## src/design/mtk_pkg.sv

```systemverilog
// ----------------------------------------------------------------------------
// mtk_pkg: shared types, constants and key functions
// Character codes, key table and the result-queue push type used by the
// multi-tap keypad letter entry unit.
// ----------------------------------------------------------------------------
`default_nettype none

package mtk_pkg;

  localparam int unsigned KEY_BITS_DEF  = 16;
  localparam int unsigned KEY_TABLE_LEN = 16;
  localparam int unsigned CHAR_W        = 7;
  localparam int unsigned TIMEOUT_W     = 16;
  localparam int unsigned CFG_IDX_W     = 1;
  localparam int unsigned CFG_DATA_W    = 16;
  localparam int unsigned QUEUE_DEPTH   = 4;

  localparam logic [TIMEOUT_W-1:0] TIMEOUT_RESET = 16'd1000;
  localparam logic [TIMEOUT_W-1:0] ELAPSED_MAX   = 16'hFFFF;

  // Register indexes
  localparam logic [CFG_IDX_W-1:0] REG_TIMEOUT = 1'b0;
  localparam logic [CFG_IDX_W-1:0] REG_ENABLE  = 1'b1;

  // Command codes
  localparam logic CMD_POLL = 1'b0;
  localparam logic CMD_TICK = 1'b1;

  // Character codes
  localparam logic [CHAR_W-1:0] CH_NONE  = 7'h00;
  localparam logic [CHAR_W-1:0] CH_ZERO  = 7'h30;
  localparam logic [CHAR_W-1:0] CH_ONE   = 7'h31;
  localparam logic [CHAR_W-1:0] CH_STAR  = 7'h2A;
  localparam logic [CHAR_W-1:0] CH_HASH  = 7'h23;
  localparam logic [CHAR_W-1:0] CH_A     = 7'h41;
  localparam logic [CHAR_W-1:0] CH_C     = 7'h43;
  localparam logic [CHAR_W-1:0] CH_D     = 7'h44;
  localparam logic [CHAR_W-1:0] CH_F     = 7'h46;
  localparam logic [CHAR_W-1:0] CH_G     = 7'h47;
  localparam logic [CHAR_W-1:0] CH_I     = 7'h49;
  localparam logic [CHAR_W-1:0] CH_J     = 7'h4A;
  localparam logic [CHAR_W-1:0] CH_L     = 7'h4C;
  localparam logic [CHAR_W-1:0] CH_M     = 7'h4D;
  localparam logic [CHAR_W-1:0] CH_O     = 7'h4F;
  localparam logic [CHAR_W-1:0] CH_P     = 7'h50;
  localparam logic [CHAR_W-1:0] CH_S     = 7'h53;
  localparam logic [CHAR_W-1:0] CH_T     = 7'h54;
  localparam logic [CHAR_W-1:0] CH_V     = 7'h56;
  localparam logic [CHAR_W-1:0] CH_W     = 7'h57;
  localparam logic [CHAR_W-1:0] CH_Z     = 7'h5A;

  typedef struct packed {
    logic [CHAR_W-1:0] char_code;
    logic              last;
  } result_t;

  // Up to two results pushed by one request
  typedef struct packed {
    logic [1:0] count;
    result_t    first;
    result_t    second;
  } push_t;

  // Character for each key bit; CH_NONE marks an unmapped bit
  function automatic logic [CHAR_W-1:0] key_char(input logic [3:0] idx);
    logic [CHAR_W-1:0] c;
    case (idx)
      4'd0:    c = CH_ZERO;
      4'd1:    c = CH_ONE;
      4'd2:    c = CH_A;
      4'd3:    c = CH_D;
      4'd4:    c = CH_G;
      4'd5:    c = CH_J;
      4'd6:    c = CH_M;
      4'd7:    c = CH_P;
      4'd8:    c = CH_T;
      4'd9:    c = CH_W;
      4'd13:   c = CH_HASH;
      4'd15:   c = CH_STAR;
      default: c = CH_NONE;
    endcase
    return c;
  endfunction

  // True when letter cur sits on the key whose first letter is first
  function automatic logic same_key(input logic [CHAR_W-1:0] cur,
                                    input logic [CHAR_W-1:0] first);
    logic [1:0]        span;
    logic              mapped;
    logic [CHAR_W-1:0] diff;
    mapped = 1'b1;
    span   = 2'd2;
    if (first == CH_P || first == CH_W) begin
      span = 2'd3;
    end else if (!(first == CH_A || first == CH_D || first == CH_G ||
                   first == CH_J || first == CH_M || first == CH_T)) begin
      mapped = 1'b0;
    end
    diff = cur - first;
    return mapped && (cur >= first) && (diff <= CHAR_W'(span));
  endfunction

  // Advance to the next letter of the same key, wrapping to its first
  function automatic logic [CHAR_W-1:0] next_letter(input logic [CHAR_W-1:0] c);
    logic [CHAR_W-1:0] n;
    if (c == CH_C || c == CH_F || c == CH_I || c == CH_L || c == CH_O || c == CH_V) begin
      n = c - 7'd2;
    end else if (c == CH_S || c == CH_Z) begin
      n = c - 7'd3;
    end else begin
      n = c + 7'd1;
    end
    return n;
  endfunction

endpackage

`default_nettype wire

```

## src/design/mtk_out_queue.sv

```systemverilog
// ----------------------------------------------------------------------------
// mtk_out_queue: result queue
// Small queue that takes up to two results per cycle and hands out one while out_ready is high.
// ----------------------------------------------------------------------------
`default_nettype none

module mtk_out_queue (
  input  wire logic                            clk,
  input  wire logic                            rst,
  input  wire logic                            push_en,
  input  wire mtk_pkg::push_t                  push,
  output logic                                 room,
  output logic                                 out_valid,
  input  wire logic                            out_ready,
  output mtk_pkg::result_t                     head
);

  localparam int unsigned PTR_W = $clog2(mtk_pkg::QUEUE_DEPTH);
  localparam int unsigned CNT_W = PTR_W + 1;

  mtk_pkg::result_t entries [mtk_pkg::QUEUE_DEPTH];
  logic [PTR_W-1:0] wr_ptr;
  logic [PTR_W-1:0] rd_ptr;
  logic [CNT_W-1:0] count;
  logic [CNT_W-1:0] push_n;
  logic             pop;
  logic [PTR_W-1:0] wr_ptr_1;

  assign push_n    = push_en ? CNT_W'(push.count) : '0;
  assign pop       = out_valid && out_ready;
  assign wr_ptr_1  = wr_ptr + PTR_W'(1);
  assign out_valid = (count != '0);
  assign head      = entries[rd_ptr];
  // keep space for two results of the next request
  assign room      = (count <= CNT_W'(mtk_pkg::QUEUE_DEPTH - 2));

  always_ff @(posedge clk) begin
    if (rst) begin
      wr_ptr <= '0;
      rd_ptr <= '0;
      count  <= '0;
    end else begin
      wr_ptr <= wr_ptr + PTR_W'(push_n);
      if (pop) begin
        rd_ptr <= rd_ptr + PTR_W'(1);
      end
      count <= count + push_n - CNT_W'(pop);
    end
  end

  always_ff @(posedge clk) begin
    if (push_en && push.count != 2'd0) begin
      entries[wr_ptr] <= push.first;
    end
    if (push_en && push.count == 2'd2) begin
      entries[wr_ptr_1] <= push.second;
    end
  end

endmodule

`default_nettype wire

```

## src/design/multitap_keypad_letter_entry_unit.sv

```systemverilog
// ----------------------------------------------------------------------------
// multitap_keypad_letter_entry_unit: multi-tap keypad text entry
// Turns keypad poll samples and millisecond ticks into ASCII characters.
// ----------------------------------------------------------------------------
// Usage:
//   Input channel (in_valid/in_ready) carries one request per beat: cmd selects
//   a keypad poll sample (key_bits) or a one-millisecond tick. Output channel
//   (out_valid/out_ready) delivers characters in order; last marks the final
//   character caused by one request. A request causes zero, one or two
//   characters.
//   Order: state is updated at the accepting edge and the characters are
//   written into a four-entry result queue, behind any characters already
//   queued. Throughput: one request per cycle while the queue has room for
//   two results; the queue drains one character per cycle while out_ready is
//   high, so sustained rate is bounded by the characters produced.
//   Stalls: when out_ready is low the queue fills and in_ready drops once
//   fewer than two free entries remain; nothing is lost.
//   Reset: timeout 1000 ticks, entry enabled, nothing pending, previous sample
//   and elapsed count cleared, queue emptied.
//   Configuration: cfg_we writes register cfg_index (0 timeout, 1 enable)
//   from cfg_data at the clock edge; write only while idle.
// ----------------------------------------------------------------------------
`default_nettype none

module multitap_keypad_letter_entry_unit #(
  parameter int unsigned KEY_BITS = mtk_pkg::KEY_BITS_DEF
) (
  input  wire logic                              clk,
  input  wire logic                              rst,
  input  wire logic                              cfg_we,
  input  wire logic [mtk_pkg::CFG_IDX_W-1:0]     cfg_index,
  input  wire logic [mtk_pkg::CFG_DATA_W-1:0]    cfg_data,
  input  wire logic                              in_valid,
  output logic                                   in_ready,
  input  wire logic                              cmd,
  input  wire logic [KEY_BITS-1:0]               key_bits,
  output logic                                   out_valid,
  input  wire logic                              out_ready,
  output logic [mtk_pkg::CHAR_W-1:0]             char_code,
  output logic                                   last
);

  localparam int unsigned IDX_W = $clog2(KEY_BITS);

  // Configuration registers
  logic [mtk_pkg::TIMEOUT_W-1:0] timeout_ticks;
  logic                          entry_enable;

  // Entry state
  logic [mtk_pkg::CHAR_W-1:0]    pending_char;
  logic [mtk_pkg::CHAR_W-1:0]    pending_char_next;
  logic [KEY_BITS-1:0]           previous_sample;
  logic [KEY_BITS-1:0]           previous_sample_next;
  logic [mtk_pkg::TIMEOUT_W-1:0] elapsed_ticks;
  logic [mtk_pkg::TIMEOUT_W-1:0] elapsed_ticks_next;

  logic                          in_fire;
  logic                          room;
  mtk_pkg::push_t                push;
  mtk_pkg::result_t              head;

  logic                          found;
  logic [IDX_W-1:0]              key_idx;
  logic [mtk_pkg::CHAR_W-1:0]    key_c;
  logic                          is_symbol;
  logic [mtk_pkg::TIMEOUT_W-1:0] elapsed_inc;
  logic [1:0]                    n;
  logic [mtk_pkg::CHAR_W-1:0]    e0;
  logic [mtk_pkg::CHAR_W-1:0]    e1;

  assign in_ready = room;
  assign in_fire  = in_valid && in_ready;

  // Lowest set bit selects the key
  always_comb begin
    found   = 1'b0;
    key_idx = '0;
    for (int i = 0; i < KEY_BITS; i++) begin
      if (!found && key_bits[i]) begin
        found   = 1'b1;
        key_idx = IDX_W'(i);
      end
    end
  end

  assign key_c     = found ? mtk_pkg::key_char(4'(key_idx)) : mtk_pkg::CH_NONE;
  assign is_symbol = (key_c == mtk_pkg::CH_ZERO) || (key_c == mtk_pkg::CH_ONE) ||
                     (key_c == mtk_pkg::CH_STAR) || (key_c == mtk_pkg::CH_HASH);
  // saturate the idle counter
  assign elapsed_inc = (elapsed_ticks == mtk_pkg::ELAPSED_MAX) ? elapsed_ticks
                                                               : elapsed_ticks + 16'd1;

  always_comb begin
    pending_char_next    = pending_char;
    previous_sample_next = previous_sample;
    elapsed_ticks_next   = elapsed_ticks;
    n  = 2'd0;
    e0 = pending_char;
    e1 = key_c;
    if (cmd == mtk_pkg::CMD_TICK) begin
      elapsed_ticks_next = elapsed_inc;
      // flush the pending letter once idle time strictly exceeds the timeout
      if (entry_enable && pending_char != mtk_pkg::CH_NONE && elapsed_inc > timeout_ticks) begin
        n = 2'd1;
        pending_char_next = mtk_pkg::CH_NONE;
      end
    end else if (entry_enable) begin
      if (key_bits != previous_sample && key_bits != '0) begin
        elapsed_ticks_next = '0;
        if (is_symbol) begin
          // flush the pending letter, then the symbol itself
          if (pending_char != mtk_pkg::CH_NONE) begin
            n = 2'd2;
          end else begin
            n  = 2'd1;
            e0 = key_c;
          end
          pending_char_next = mtk_pkg::CH_NONE;
        end else if (pending_char == mtk_pkg::CH_NONE) begin
          pending_char_next = key_c;
        end else if (mtk_pkg::same_key(pending_char, key_c)) begin
          pending_char_next = mtk_pkg::next_letter(pending_char);
        end else begin
          // other key or unmapped bit: emit what was pending
          n = 2'd1;
          pending_char_next = key_c;
        end
      end
      previous_sample_next = key_bits;
    end
  end

  always_comb begin
    push.count            = n;
    push.first.char_code  = e0;
    push.first.last       = (n == 2'd1);
    push.second.char_code = e1;
    push.second.last      = 1'b1;
  end

  always_ff @(posedge clk) begin
    if (rst) begin
      timeout_ticks   <= mtk_pkg::TIMEOUT_RESET;
      entry_enable    <= 1'b1;
      pending_char    <= mtk_pkg::CH_NONE;
      previous_sample <= '0;
      elapsed_ticks   <= '0;
    end else begin
      if (cfg_we) begin
        case (cfg_index)
          mtk_pkg::REG_TIMEOUT: timeout_ticks <= cfg_data;
          mtk_pkg::REG_ENABLE:  entry_enable  <= cfg_data[0];
          default: ;
        endcase
      end
      if (in_fire) begin
        pending_char    <= pending_char_next;
        previous_sample <= previous_sample_next;
        elapsed_ticks   <= elapsed_ticks_next;
      end
    end
  end

  mtk_out_queue u_queue (
    .clk       (clk),
    .rst       (rst),
    .push_en   (in_fire),
    .push      (push),
    .room      (room),
    .out_valid (out_valid),
    .out_ready (out_ready),
    .head      (head)
  );

  assign char_code = head.char_code;
  assign last      = head.last;

  // Assertions

  // after any result is pushed, the output must be valid the next cycle
  assert property (@(posedge clk) disable iff (rst)
    (in_fire && n != 2'd0) |=> out_valid)
    else $error("pushed result not visible at output");

  // a pending letter is always an uppercase letter
  assert property (@(posedge clk) disable iff (rst)
    (pending_char != mtk_pkg::CH_NONE) |->
      (pending_char >= mtk_pkg::CH_A && pending_char <= mtk_pkg::CH_Z))
    else $error("pending character is not a letter");

  // a tick advances the idle counter by one until saturation
  assert property (@(posedge clk) disable iff (rst)
    (in_fire && cmd == mtk_pkg::CMD_TICK && elapsed_ticks != mtk_pkg::ELAPSED_MAX) |=>
      (elapsed_ticks == $past(elapsed_ticks) + 16'd1))
    else $error("idle counter did not advance on tick");

  // two results only come from a symbol key press
  assert property (@(posedge clk) disable iff (rst)
    (in_fire && n == 2'd2) |-> (cmd == mtk_pkg::CMD_POLL && is_symbol))
    else $error("two results from a request that is not a symbol press");

endmodule

`default_nettype wire

```

## config.mk

```make
export PLATFORM = sky130hd
export DESIGN_NAME = multitap_keypad_letter_entry_unit
export DESIGN_NICKNAME = d
export VERILOG_FILES = /design/src/design/mtk_pkg.sv /design/src/design/mtk_out_queue.sv /design/src/design/multitap_keypad_letter_entry_unit.sv
export SDC_FILE = /design/constraint.sdc
export NUM_CORES = 1
export LEC_CHECK = 0
export ABC_AREA = 1
export BUFFER_PORTS_ARGS = -buffer_cell sky130_fd_sc_hd__buf_2
export CORE_MARGIN = 2
export CORE_UTILIZATION = 53
export CTS_CLUSTER_SIZE = 30
export DETAILED_ROUTE_END_ITERATION = 10
export GPL_ROUTABILITY_DRIVEN = 0
export PLACE_DENSITY = 0.72
export SLEW_MARGIN = 20
export SYNTH_ARGS = -nofsm -noshare
export SYNTH_HDL_FRONTEND = slang
export SYNTH_HIERARCHICAL = 1
export SYNTH_SLANG_ARGS = --single-unit
```

## constraint.sdc

```tcl
create_clock -name clk -period 9 [get_ports clk]
set_input_delay 0.9 -clock clk [delete_from_list [all_inputs] [get_ports clk]]
set_output_delay 0.9 -clock clk [all_outputs]
set_load 0.03 [all_outputs]
```

==> results.ini, run 1 <==
[status]
run_status = completed

[logic_synthesis]
synth_flop_cell = dfxtp_1
synth.area.top_cells = dfxtp_1, edfxtp_1, nand2_1, ha_1, inv_1
yosysTopAreaCellShare = 0.194
ys_seq_elements = 97
avgSynthCellArea_sq_um = 7.31
synth-edff-count = 32
synth_area_sq_um = 6720
synth_top_cell_by_area = dfxtp_1
synth_nets = 1000
synthArstFlopShare = 0
synth_cell_type_count = 54
synth_warnings = 6
yosysSeqAreaShare = 0.337
netlist_instances = 919

[clock_network]
ctsResizeCount = 0
cts_sinks = 97
clockBufferDepth = 2
htree_levels = 3
clkLatencyLatePin_ns = 0.35
cts_buffers = 9
cts-root-buf = clkbuf_16
postCtsSetupBuffers = 0
clk_pin_slew_ns = 0.07
hold_buffers = 0
tritoncts = done

[routing]
routed_wl_um = 15400
dr.pass1.iters = 5
vias = 5975
wire_per_inst_um = 13.5
drt.antenna.violating_nets = 0
via_per_inst = 5.24
drtIter0Drc = 514
drc = 0

[timing]
finalSetupViolations = 0
max_freq_mhz = 162
rsz0062_at_grt = no
clock_skew_ns = 0.00783
final_max_slew_viol_count = 0
setup_tns_ns = 0
period_minus_slack_ns = 6.17
tightest_slew_ns = 0.840
hold_violations = 0
min_period_over_period = 0.686
slew_headroom = 0.440

[power_and_ir_drop]
switching_power_uw = 429
irDropWorstVdd_v = 0.000115
p_clk_frac = 0.297
p_comb_frac = 0.281
p_sw_frac = 0.352
power_uw = 1220
seq_power_share = 0.421
p_int_uw = 791
p_leak_uw = 0.00335
power_density_nw_per_um2 = 165

[floorplanning]
die_y_um = 117
dieArea_sq_um = 13600
io_pins = 49
core_area_sq_um = 12500
rows = 41
fp.dieW_um = 117
initial_core_util = 0.536

[setup_path]
cpMaxStageDelayCell = fa_1
critPathMaxStageDelay_ns = 0.40
path_max_fanout = 10
critPathMostFrequentCell = nand2_1
crit_required_ns = 9.25
critPathCaptureType = register
timing_worst_setup_path_type = input pin to register
crit_path_start = key_bits[2]
reg2reg_from = elapsed_ticks[0]
critPathArrivalTime_ns = 6.42
critPathLaunchType = input pin

[grt]
grt_overflow_total = 0
grt_max_degree = 34
grt_util_met3 = 0.0400
use_met1 = 0.320
grt_pass1_wl_um = 25500
met2_usage = 0.391
grt_busiest_layer = met2
track_usage = 0.237
antenna_found_initial = 0
grt_pass1_vias = 5446

[final_layout]
insertedDiodeCount = 0
fin_nets = 1044
design_area_sq_um = 7380
drive_gt1_frac = 0.133
syn2layout_area_growth_pct = 9.88
fill_cells = 1217

[placed_design]
dp_hpwl_um = 11500
dpl-instance-area_sq_um = 7100
portBuffers = 48

[hold_path]
hp-class = register to register
min_from = timeout_ticks[12]

[flow_run]
maxCapViolations = 0

-- metrics by stage --
stage	util	std cells	setup WS, ns	hold slack (ns)
global placement	0.567	1124	2.69	0.454
global route	0.589	1140	2.20	0.497
detailed placement	0.567	1124	2.52	0.462
CTS	0.589	1140	2.88	0.471
finish	0.589	1140	2.83	0.465
floorplan	-	919	3.24	0.435
-- layer usage --
metal,up-vias,part of all wire
met5,-,0
met3,23,0.045
li1,3158,-
met2,131,0.46
met4,0,0.017
met1,2663,0.48
-- synth_stat cells (2+ instances only) --
master    instances
nor2_2            8
clkbuf_1         14
nor2_1           94
or2_2             2
inv_2             5
nand2_1         181
dfxtp_1          65
ha_1             40
o211a_1           2
o211ai_1          7
nand2_4           9
nor2_4            5
buf_6             4
buf_2             2
inv_1           122
o311ai_0          3
nor4_1            7
nand2_2          10
edfxtp_1         32
o21ai_0          66
o22ai_1           8
nor2_8            2
o21ai_2           8
xnor2_1           7
nand3_1          40
nand3_2           3
nor3_1           10
o21ai_1          25
nand3_4           2
a31oi_1           2
xor2_1           25
nand4_1          20
fa_1              2
a21oi_1          66
a211oi_1          2
-- flip-flops by register name, summed over array words and instances, names as in the netlist, named ones only --
name and flops:
timeout_ticks 16, u_queue/wr_ptr 2, pending_char 7, elapsed_ticks 16, previous_sample 16, u_queue/rd_ptr 2, u_queue/entries 32, entry_enable 1
u_queue/count 3
-- final timing paths --
path	end	slack, ns	cells after the start
min reg2reg	timeout_ticks[12]	0.47	2
max reg2reg	u_queue/count[2]	3.65	22
max	u_queue/count[2]	2.83	35
min	timeout_ticks[12]	0.47	2
-- power groups by stage --
stage               sequential, uW  clock (uW)  combinational (uW)
floorplan                      513           0                 261
global placement               523           0                 337
detailed placement             523           0                 342
CTS                            514         369                 343
global route                   517         387                 394
finish                         514         363                 343
-- final cells by class --
cell class                 instances  area, sq um  area share
inverter                         128          482      0.0653
timing repair buffer              53          278      0.0376
tap                              172          215      0.0292
multi-input combinational        674         3870       0.524
clock inverter                     4         28.8     0.00390
sequential                        97         2260       0.307
clock buffer                      12          246      0.0334
-- logic make-up after synthesis --
logic type	synth area share
XOR/XNOR	0.0417
flip-flops	0.337
AO/OA/AOI/OAI	0.170
adder cells (fa/ha/maj)	0.0805
other	0.000558
buffers and inverters	0.0878
AND/OR/NAND/NOR	0.283
-- layout by cell type, fill, tap and decap left out, types with 2 or more instances in the layout --
cell / n
nand2_1: 181
inv_1: 122
nor2_1: 93
o21ai_0: 66
a21oi_1: 66
dfxtp_1: 65
buf_2: 48
nand3_1: 40
ha_1: 40
edfxtp_1: 32
xor2_1: 25
o21ai_1: 25
nand4_1: 20
nand2_2: 10
nor3_1: 10
nor2_2: 9
nand2_4: 9
clkbuf_16: 9
o21ai_2: 8
o22ai_1: 8
nor4_1: 7
xnor2_1: 7
o211ai_1: 7
nor2_4: 5
inv_2: 5
buf_4: 5
o311ai_0: 3
nand3_2: 3
nor2_8: 2
nand3_4: 2
clkinv_2: 2
or2_2: 2
a31oi_1: 2
a211oi_1: 2
o211a_1: 2
fa_1: 2
clkbuf_1: 2
clkinvlp_4: 2
-- worst max-delay path: cells and delay by family --
kind	cells	cell delay, ns
simple gates	18	2.56
fa+ha+maj	6	1.60
compound gates	6	1.00
buf+inv	5	0.36
Power figures use the tool's default switching activity.
==> run 2: changes to the inputs <==
- PLACE_DENSITY: 0.72 -> 0.74
- clock period: 9 -> 5.5 ns (I/O delays scaled with it)
==> run 2 against run 1 <==
Register-to-register slack got worse by 3.1 ns. Total power increased by 67%. Global-route usage increased by 0.15 points. Utilization increased by 0.71 points. Sequential share of layout area decreased by 0.36 points. Worst hold slack got worse by 0.053 ns. Final area increased by 1.2%. Setup slack got worse by 2.4 ns. Cell count increased by 0.61%. Clock skew decreased by 0.00053 ns. Non-clock buffer count increased by 7. Critical endpoint unchanged. Largest cell class unchanged.
==> results.ini, run 2 (same netlist as run 1, synthesis figures left out) <==
[clock_network]
postCtsSetupBuffers = 0
cts_sinks = 97
cts-root-buf = clkbuf_16
clkLatencyLatePin_ns = 0.35
clk_pin_slew_ns = 0.07
cts_buffers = 9
ctsResizeCount = 0
tritoncts = done
clockBufferDepth = 2
hold_buffers = 0
htree_levels = 3

[timing]
period_minus_slack_ns = 5.03
whs_ns = 0.412
slew_headroom = 0.399
hold_violations = 0
min_period_over_period = 0.914
max_freq_mhz = 199
finalSetupViolations = 0
tightest_slew_ns = 0.900
setup_tns_ns = 0
clock_skew_ns = 0.00730
final_max_slew_viol_count = 0

[grt]
grt_pass1_vias = 5526
grt_busiest_layer = met2
grt_pass1_wl_um = 25900
use_met1 = 0.330
track_usage = 0.239
grt_util_met3 = 0.0394
grt_max_degree = 34
antenna_found_initial = 0
met2_usage = 0.388
grt_overflow_total = 0

[setup_path]
critPathArrivalTime_ns = 5.28
critPathMostFrequentCell = nand2_1
path_max_fanout = 8
critPathCaptureType = register
crit_required_ns = 5.75
cpMaxStageDelayCell = fa_1
critPathLaunchType = input pin
timing_worst_setup_path_type = input pin to register
critPathMaxStageDelay_ns = 0.40

[power_and_ir_drop]
irDropWorstVdd_v = 0.000138
power_density_nw_per_um2 = 273
p_leak_uw = 0.00340

[final_layout]
fin_nets = 1051
insertedDiodeCount = 0
largest_register_ffs = 32
final_cell_mix = nand2_1, inv_1, nor2_1, a21oi_1, dfxtp_1
syn2layout_area_growth_pct = 11.2
seqCellArea_sq_um = 2260
layout_commonest_cell = nand2_1
fill_cells = 1210
regMostFlops = u_queue/entries
multi_input_comb_area_sq_um = 3880
drive_gt1_frac = 0.144

[routing]
via_per_inst = 5.29
routed_wl_um = 15400
dr.pass1.iters = 5
wire_per_inst_um = 13.4
drtIter0Drc = 606
drc = 0
drt.antenna.violating_nets = 0
vias = 6065

[floorplanning]
io_pins = 49
fp.dieW_um = 117
rows = 41
dieArea_sq_um = 13600
initial_core_util = 0.536
die_y_um = 117
core_area_sq_um = 12500

[flow_run]
maxCapViolations = 0

[placed_design]
dp_hpwl_um = 11600
portBuffers = 48

[hold_path]
hp-class = input pin to register

[status]
run_status = completed

==> run 2: cell types whose count changed in the layout (fill, tap and decap cells not counted), sizes merged <==
cell	delta
inv	+1
bufinv	+1
clkbuf	-2
buf	+7
==> run 2: worst max-delay path, delay by kind of cell <==
family	cells	cell delay, ns
AOI/OAI and AO/OA	6	0.69
xor gates and xnor gates	1	0.14
adders and majority gates	6	1.57
buffers and inverters	4	0.29
and+or+nand+nor	19	2.03
==> run 2: routing by layer <==
metal,up-vias,part of all wire
met4,0,0.012
met5,-,0
met3,14,0.042
li1,3167,-
met2,137,0.46
met1,2747,0.48
==> run 2: power by group <==
group	switching (uW)	internal, uW
clock	281	354
combinational	383	182
sequential	44.3	797
total	708	1330
==> run 2: path summary, 6_finish.rpt <==
| kind | startpoint | end | slack [ns] | depth (start not counted) |
|---|---|---|---|---|
| setup / recovery | key_bits[0] | u_queue/count[2] | 0.47 | 36 |
| hold / removal | cfg_data[6] | timeout_ticks[6] | 0.41 | 3 |
| setup reg to reg | elapsed_ticks[0] | u_queue/count[2] | 0.55 | 23 |
| hold reg to reg | timeout_ticks[12] | timeout_ticks[12] | 0.47 | 2 |
==> run 2: cell type report <==
cell class,count,area share
repair buffers,60,0.0442
well taps,172,0.0288
multi-input cells,674,0.520
clock inverters,6,0.00905
flip-flops and latches,97,0.303
inverters,128,0.0645
clock buffers,10,0.0307
==> run 2: stage by stage <==
stage	setup WS, ns	area, sq um	power [uW]	util	instances
after floorplan	0.0904	6720	1270	-	919
after global placement	0.132	7150	1410	0.571	1131
after detailed placement	-0.00445	7150	1420	0.571	1131
after CTS	0.341	7450	2050	0.595	1147
after global routing	-0.00343	7470	2170	0.597	1147
final	0.474	7470	2040	0.597	1147
